**config.mk**
```make
export PLATFORM = sky130hd
export DESIGN_NAME = q2e_sqrt_cell
export DESIGN_NICKNAME = d
export VERILOG_FILES = /design/src/rtl/core/quat_to_euler_defines.svh /design/src/rtl/core/q2e_pkg.sv /design/src/rtl/core/q2e_sqrt_cell.sv
export SDC_FILE = /design/constraint.sdc
export NUM_CORES = 1
export LEC_CHECK = 0
export BUFFER_PORTS_ARGS = -buffer_cell sky130_fd_sc_hd__buf_2
export CORE_ASPECT_RATIO = 1.1
export CORE_MARGIN = 5
export CORE_UTILIZATION = 56
export DETAILED_ROUTE_END_ITERATION = 10
export HOLD_SLACK_MARGIN = 0.05
export PLACE_DENSITY_LB_ADDON = 0.12
export SYNTH_ARGS = -nofsm -noshare
export SYNTH_HDL_FRONTEND = slang
export SYNTH_SLANG_ARGS = --single-unit
```
**constraint.sdc**
```tcl
create_clock -name clk -period 6 [get_ports clk]
set_input_delay 0.6 -clock clk [delete_from_list [all_inputs] [get_ports clk]]
set_output_delay 0.6 -clock clk [all_outputs]
set_load 0.05 [all_outputs]
```
**src/rtl/core/quat_to_euler_defines.svh**
```systemverilog
// Assertion macros shared by the quaternion to Euler angle RTL.
// Depends on nothing; files that assert include it by name.
`ifndef QUAT_TO_EULER_DEFINES_SVH
`define QUAT_TO_EULER_DEFINES_SVH

// Checks that a signed value stays within plus or minus a limit while a condition holds.
`define Q2E_ASSERT_RANGE(label, cond, sig, lim) \
    label: assert property (@(posedge clk) disable iff (!rst_n) \
        (cond) |-> ((sig) <= (lim) && (sig) >= -(lim))) \
        else $error("range check failed");

// Checks that one condition implies another at the same clock edge.
`define Q2E_ASSERT_IMPL(label, a, b) \
    label: assert property (@(posedge clk) disable iff (!rst_n) (a) |-> (b)) \
        else $error("implication check failed");

`endif

```
**src/rtl/core/q2e_pkg.sv**
```systemverilog
// Package for the quaternion to Euler angle converter: widths, lane types
// and the CORDIC arctangent table. Depends on nothing.
package q2e_pkg;

    localparam int CW = 16;
    localparam int TW = 35;
    localparam int XW = 38;
    localparam int ZW = 26;
    localparam int RW = 58;
    localparam int SQRT_CELLS = 29;
    localparam int MAX_STAGES = 24;

    localparam logic signed [TW-1:0] ONE_Q28 = TW'(64'sd1 <<< 28);

    localparam logic [21:0] ATAN_TAB [MAX_STAGES] = '{
        22'd2949120, 22'd1740967, 22'd919879, 22'd466945, 22'd234379, 22'd117304,
        22'd58666, 22'd29335, 22'd14668, 22'd7334, 22'd3667, 22'd1833,
        22'd917, 22'd458, 22'd229, 22'd115, 22'd57, 22'd29,
        22'd14, 22'd7, 22'd4, 22'd2, 22'd1, 22'd0
    };

    typedef struct packed {
        logic signed [XW-1:0] x;
        logic signed [XW-1:0] y;
        logic signed [ZW-1:0] z;
        logic                 zero;
    } cordic_t;

    typedef struct packed {
        logic [RW-1:0] op;
        logic [RW-1:0] res;
    } sqrt_t;

    typedef struct packed {
        logic signed [TW-1:0] t0;
        logic signed [TW-1:0] t1;
        logic signed [TW-1:0] t2;
        logic signed [TW-1:0] t3;
        logic signed [TW-1:0] t4;
    } terms_t;

endpackage

```
**src/rtl/core/q2e_sqrt_cell.sv**
```systemverilog
// One digit step of the pipelined integer square root.
// Depends on q2e_pkg.
module q2e_sqrt_cell
    import q2e_pkg::*;
#(
    parameter int K = 0
)
(
    input  logic  clk,
    input  logic  en,
    input  sqrt_t din,
    output sqrt_t dout
);

    localparam logic [RW-1:0] BIT = RW'(1) << (2 * K);

    sqrt_t         data_reg;
    sqrt_t         data_next;
    logic [RW-1:0] trial;

    always_comb
    begin
        trial = din.res + BIT;
        if (din.op >= trial)
        begin
            data_next.op  = din.op - trial;
            data_next.res = (din.res >> 1) + BIT;
        end
        else
        begin
            data_next.op  = din.op;
            data_next.res = din.res >> 1;
        end
    end

    always_ff @(posedge clk)
    begin
        if (en)
        begin
            data_reg <= data_next;
        end
    end

    assign dout = data_reg;

endmodule

```
==> results of run 1 <==
## stage by stage
stage | total power [mW] | util | setup WS (ps) | cell area (um2)
floorplan | 1.85 | - | 825 | 10200
global placement | 2.18 | 0.656 | 140 | 11700
detailed placement | 2.18 | 0.656 | 161 | 11700
CTS | 3.21 | 0.689 | 546 | 12300
global route | 3.35 | 0.690 | 150 | 12300
finish | 3.22 | 0.690 | 344 | 12300
## metal layers
layer | wire (um) | global-route usage | vias to the layer above
li1 | - | - | 4800
met5 | 7 | 0 | -
met4 | 1300 | 0.136 | 2
met2 | 17600 | 0.577 | 531
met1 | 13500 | 0.389 | 4711
met3 | 2790 | 0.0621 | 92
## cells in the mapped netlist (all sizes together) (8+ instances only)
master,count,area (um2)
nand2,125,469
o21ai,60,304
or2,8,50.1
nand3,33,170
or3,15,98.8
clkbuf,35,134
buf,31,179
nor4,16,131
a211oi,8,65.1
a21o,23,173
nor2,126,480
nand4,50,328
nor2b,8,50.1
xnor2,75,657
edfxtp,116,3480
o21a,8,60.1
a21oi,117,597
o211ai,8,60.1
nor3,45,245
inv,29,109
xor2,84,736
ha,60,751
and3,19,124
o21bai,13,97.6
## area by class of cell
type	count	area, um2	area share
multi-input combinational	978	6310	0.514
sequential	116	3480	0.284
antenna	5	12.5	0.00102
tap	238	298	0.0243
clock buffer	17	425	0.0346
timing repair buffer	270	1480	0.121
inverter	29	109	0.00886
clock inverter	15	159	0.0129
## worst paths after layout
check,from,endpoint,slack [ps]
worst min-delay path,din[60],dout[60],460
worst max-delay path,din[4],dout[88],340
## cells by family (layout without fill, tap and decap cells)
family | after synthesis | in the layout | share of synthesized area
DFF | 116 | 116 | 0.341
adders and majority gates | 61 | 61 | 0.0755
AOI/OAI and AO/OA | 276 | 276 | 0.166
other | 0 | 5 | 0
muxes | 3 | 3 | 0.00319
buffers and inverters | 95 | 331 | 0.0413
and+or+nand+nor | 479 | 479 | 0.236
xor gates and xnor gates | 159 | 159 | 0.136
## power by group
part / leakage (nW) / internal [mW] / switching [mW]
combinational: 3.53 / 0.335 / 0.812
clock: 0.280 / 0.589 / 0.446
sequential: 1.14 / 1.01 / 0.0247
total: 4.94 / 1.93 / 1.28
## worst min-delay path, stage by stage
cell and delay (ps):
buf_2 90, nand2_1 40, o21ai_0 60
==> results.sh, run 1 <==
export IMPL_grt_remaining_overflow=0
export IMPL_critPathLaunchType="input pin"
export IMPL_fin_hold_ws_ps=460
export IMPL_fin_crit_sh=0.943
export IMPL_worst_path_stages=21
export IMPL_powerDensity_mw_per_mm2=262
export IMPL_leakagePower_nw=4.94
export IMPL_ios=234
export IMPL_worst_ir_drop_vdd_uv=214
export IMPL_rsz0062_at_grt="false"
export IMPL_finalSetupViolations=0
export IMPL_grt_max_degree=66
export IMPL_worst_path_buf_inv=3
export IMPL_htree_levels=4
export IMPL_crit_family="simple AND/OR/NAND/NOR gates"
export IMPL_holdBufCountCts=0
export IMPL_postSynthCellCount=1189
export IMPL_cts_setup_buffers=0
export IMPL_nNetsFinal=1591
export IMPL_final_cell_mix="buf_2, nand2_1, nor2_1"
export IMPL_synth_flop_cell="edfxtp_1"
export IMPL_grt_pass1_wl_um=53000
export IMPL_hold_path_depth=3
export IMPL_chipWidth_um=139
export IMPL_groute_usage_overall=0.325
export IMPL_rows=51
export IMPL_synth_seq_cells=116
export IMPL_largest_register_ffs=116
export IMPL_synthesis_nets=1368
export IMPL_cts_root_buf="clkbuf_16"
export IMPL_syn_avg_cell_area_um2=8.58
export IMPL_dp_cells=1631
export IMPL_final_common_cell="buf_2"
export IMPL_seq_area_frac_synth=0.341
export IMPL_crit_required_ps=6230
export IMPL_cap_violations=0
export IMPL_crit_path_end_kind="register"
export IMPL_syn2layout_area_growth_pct=20.3
export IMPL_gp_congestion=0.982
export IMPL_cts_made_buffers=17
export IMPL_yosys_warnings=0
export IMPL_slew_headroom=0.437
export IMPL_fin_crit_ps=5660
export IMPL_io_buffers=233
export IMPL_yosys_cell_types_count=76
export IMPL_routed_via_count=10100
export IMPL_tns_ps=0
export IMPL_synth_cell_area_mm2=0.0102
export IMPL_critPathKind="in2reg"
export IMPL_vias_per_cell=6.08
export IMPL_drt_iter0_drc=955
export IMPL_cts_max_path_buffers=2
export IMPL_wl_um=35200
export IMPL_fin_cells=1668
export IMPL_start_util=0.573
export IMPL_drive_above_1_share=0.237
export IMPL_hold_viol_final=0
export IMPL_n_fill_cell=1467
export IMPL_dpl_hpwl_um=28500
export IMPL_ant_nets=0
export IMPL_cts_resized=0
export IMPL_cts_tree="built"
export IMPL_crit_slowest_cell="ha_1"
export IMPL_die_h_um=152
export IMPL_slew_violations=0
export IMPL_grt_pass1_vias=9616
export IMPL_max_freq_mhz=177
export IMPL_async_flop_share=0
export IMPL_hold_class="in2reg"
export IMPL_drt_wirelength_per_cell_um=21.1
export IMPL_drtPass1Iterations=6
export IMPL_die_area_mm2=0.0210
export IMPL_numClockSinks=116
export IMPL_slowest_delay_ps=480
export IMPL_synth_edff_count=116
export IMPL_core_area_mm2=0.0178
export IMPL_status="finished, final reports clean"
export IMPL_worstPathArrival_ps=5890
export IMPL_antenna_found_initial=5
export IMPL_clk_pin_slew_ps=60
export IMPL_drcViolationCount=0
export IMPL_path_cells="buf_2, nand4_1, or2_2, nor3_1, nand3_1, nor2_1, nand2_1, nor3_1, xnor2_1, ha_1, nand4_1, nor4_1, a22oi_1, o21ba_2, o211a_1, a21oi_4, or2_2, buf_12, buf_12, nor2_1, a211oi_1"
export IMPL_tightest_slew_ps=845
export IMPL_crit_fanout=30
No activity file was read; power rests on OpenSTA's default activity.
==> run 2, diff against run 1 <==
- CORE_ASPECT_RATIO: 1.1 -> default
==> run 2 against run 1 <==
Effect of this change: first-iteration DRC count up 12%; cell count up 1.4%; flip-flop and latch count unchanged; core utilization up 0.82 points; die area about the same; sequential power about the same; combinational power about the same; count of clock-buffer cells in the layout unchanged; non-clock buffer count up 35; hold slack better by 17 ps; setup slack better by 65 ps.
==> results.sh, run 2 (same netlist as run 1, synthesis figures left out) <==
export IMPL_powerDensity_mw_per_mm2=261
export IMPL_chipWidth_um=145
export IMPL_leakagePower_nw=5.12
export IMPL_ios=234
export IMPL_cap_violations=0
export IMPL_final_cell_mix="buf_2, nand2_1, nor2_1"
export IMPL_holdPathEnd="dout[85]"
export IMPL_vias_per_cell=6.11
export IMPL_die_h_um=145
export IMPL_clk_pin_slew_ps=60
export IMPL_antenna_found_initial=4
export IMPL_syn2layout_area_growth_pct=22.8
export IMPL_drive_above_1_share=0.255
export IMPL_nNetsFinal=1626
export IMPL_drt_iter0_drc=1073
export IMPL_drt_wirelength_per_cell_um=21.4
export IMPL_dp_slack_ps=115
export IMPL_crit_fanout=26
export IMPL_crit_path_end_kind="register"
export IMPL_cts_tree="built"
export IMPL_grt_pass1_wl_um=55800
export IMPL_hold_viol_final=0
export IMPL_rsz0062_at_grt="false"
export IMPL_grt_remaining_overflow=0
export IMPL_cts_setup_buffers=0
export IMPL_status="finished, final reports clean"
export IMPL_critPathKind="in2reg"
export IMPL_hold_path_depth=3
export IMPL_cts_resized=0
export IMPL_p_total_mw=3.27
export IMPL_max_freq_mhz=179
export IMPL_drcViolationCount=0
export IMPL_fin_crit_ps=5590
export IMPL_worstPathArrival_ps=5760
export IMPL_drtPass1Iterations=6
export IMPL_die_area_mm2=0.0210
export IMPL_ant_nets=0
export IMPL_dp_cells=1657
export IMPL_fin_cells=1691
export IMPL_holdCritStartpoint="din[85]"
export IMPL_final_common_cell="buf_2"
export IMPL_seq_power_share=0.317
export IMPL_switchingPower_mw=1.28
export IMPL_worst_ir_drop_vdd_uv=196
export IMPL_crit_required_ps=6170
export IMPL_gp_congestion=1.01
export IMPL_groute_usage_overall=0.330
export IMPL_swShare=0.392
export IMPL_critPathLaunchType="input pin"
export IMPL_htree_levels=4
export IMPL_tns_ps=0
export IMPL_fin_crit_sh=0.932
export IMPL_hold_class="in2reg"
export IMPL_p_comb_frac=0.361
export IMPL_numClockSinks=116
export IMPL_routed_via_count=10300
export IMPL_finalSetupViolations=0
export IMPL_cts_max_path_buffers=2
export IMPL_io_buffers=233
export IMPL_wl_um=36200
export IMPL_holdBufCountCts=0
export IMPL_start_util=0.568
export IMPL_slew_headroom=0.363
export IMPL_cts_made_buffers=17
export IMPL_power_internal_mw=1.99
export IMPL_grt_pass1_vias=10100
export IMPL_setup_slack_ps=408
export IMPL_final_util=0.698
export IMPL_clkPwrFrac=0.322
export IMPL_tightest_slew_ps=954
export IMPL_dpl_hpwl_um=28900
export IMPL_cts_root_buf="clkbuf_16"
export IMPL_core_area_mm2=0.0180
export IMPL_grt_max_degree=67
export IMPL_slew_violations=0
export IMPL_largest_register_ffs=116
export IMPL_rows=49
==> run 2: cell count changes in the layout (fill, tap and decap cells not counted), moves of 2 or more <==
cell	change
clkinv_2	+2
clkinv_4	+4
inv_8	-2
diode_2	-3
clkinvlp_4	-2
inv_6	-3
buf_4	+35
==> run 2: how the worst max path moves through the flow <==
stage | to | slack [ps] | from
finish | dout[16] | 410 | din[25]
global route | dout[16] | 150 | din[25]
CTS | dout[16] | 530 | din[29]
detailed placement | dout[16] | 110 | din[29]
global placement | dout[16] | 300 | din[29]
floorplan | dout[103] | 820 | din[1]
==> run 2: final cells by class <==
type / count / area (um2)
Clock buffer: 17 / 425
Multi-Input combinational cell: 978 / 6310
Fill cell: 1472 / 5430
Clock inverter: 15 / 170
Inverter: 29 / 109
Timing Repair Buffer: 305 / 1750
Antenna cell: 2 / 5.00
Sequential cell: 116 / 3480
Tap cell: 229 / 287
==> run 2: critical path, cell delays in order <==
cell and delay (ps):
buf_2 130, and3_1 290, and3_4 270, nand4_4 140, nor2_4 170, nand3_2 110
or3_1 430, or3_4 440, nor2_1 130, xnor2_1 160, ha_1 350, a21o_1 210
a21oi_1 140, nor2b_1 90, or2_2 300, a21oi_1 220, o21ai_1 240, nor2_4 800
buf_4 340, nor2_1 70, xor2_1 140
==> run 2: power by group through the flow <==
| stage | Clock (mW) | Sequential, mW | Combinational, mW |
|---|---|---|---|
| after floorplan | 0 | 1.37 | 0.480 |
| after CTS | 1.06 | 1.03 | 1.17 |
| after global placement | 0 | 1.05 | 1.15 |
| after detailed placement | 0 | 1.05 | 1.16 |
| after global routing | 1.10 | 1.04 | 1.25 |
| final | 1.05 | 1.03 | 1.18 |
==> run 2: per-stage QoR <==
stage	instance area (um2)	hold WS, ps
5_1_grt	12500	480
4_1_cts	12500	471
3_3_place_gp	11900	888
2_1_floorplan	10200	712
3_5_place_dp	11900	906
6_report	12500	476
==> run 2: per-layer routing <==
metal	up-vias	track usage	wire, um	part of all wire
met1	4830	0.431	14700	0.41
met4	4	0.123	1270	0.035
met3	106	0.0739	3220	0.089
li1	4859	-	-	-
met5	-	0	27	0.00075
met2	541	0.539	17000	0.47
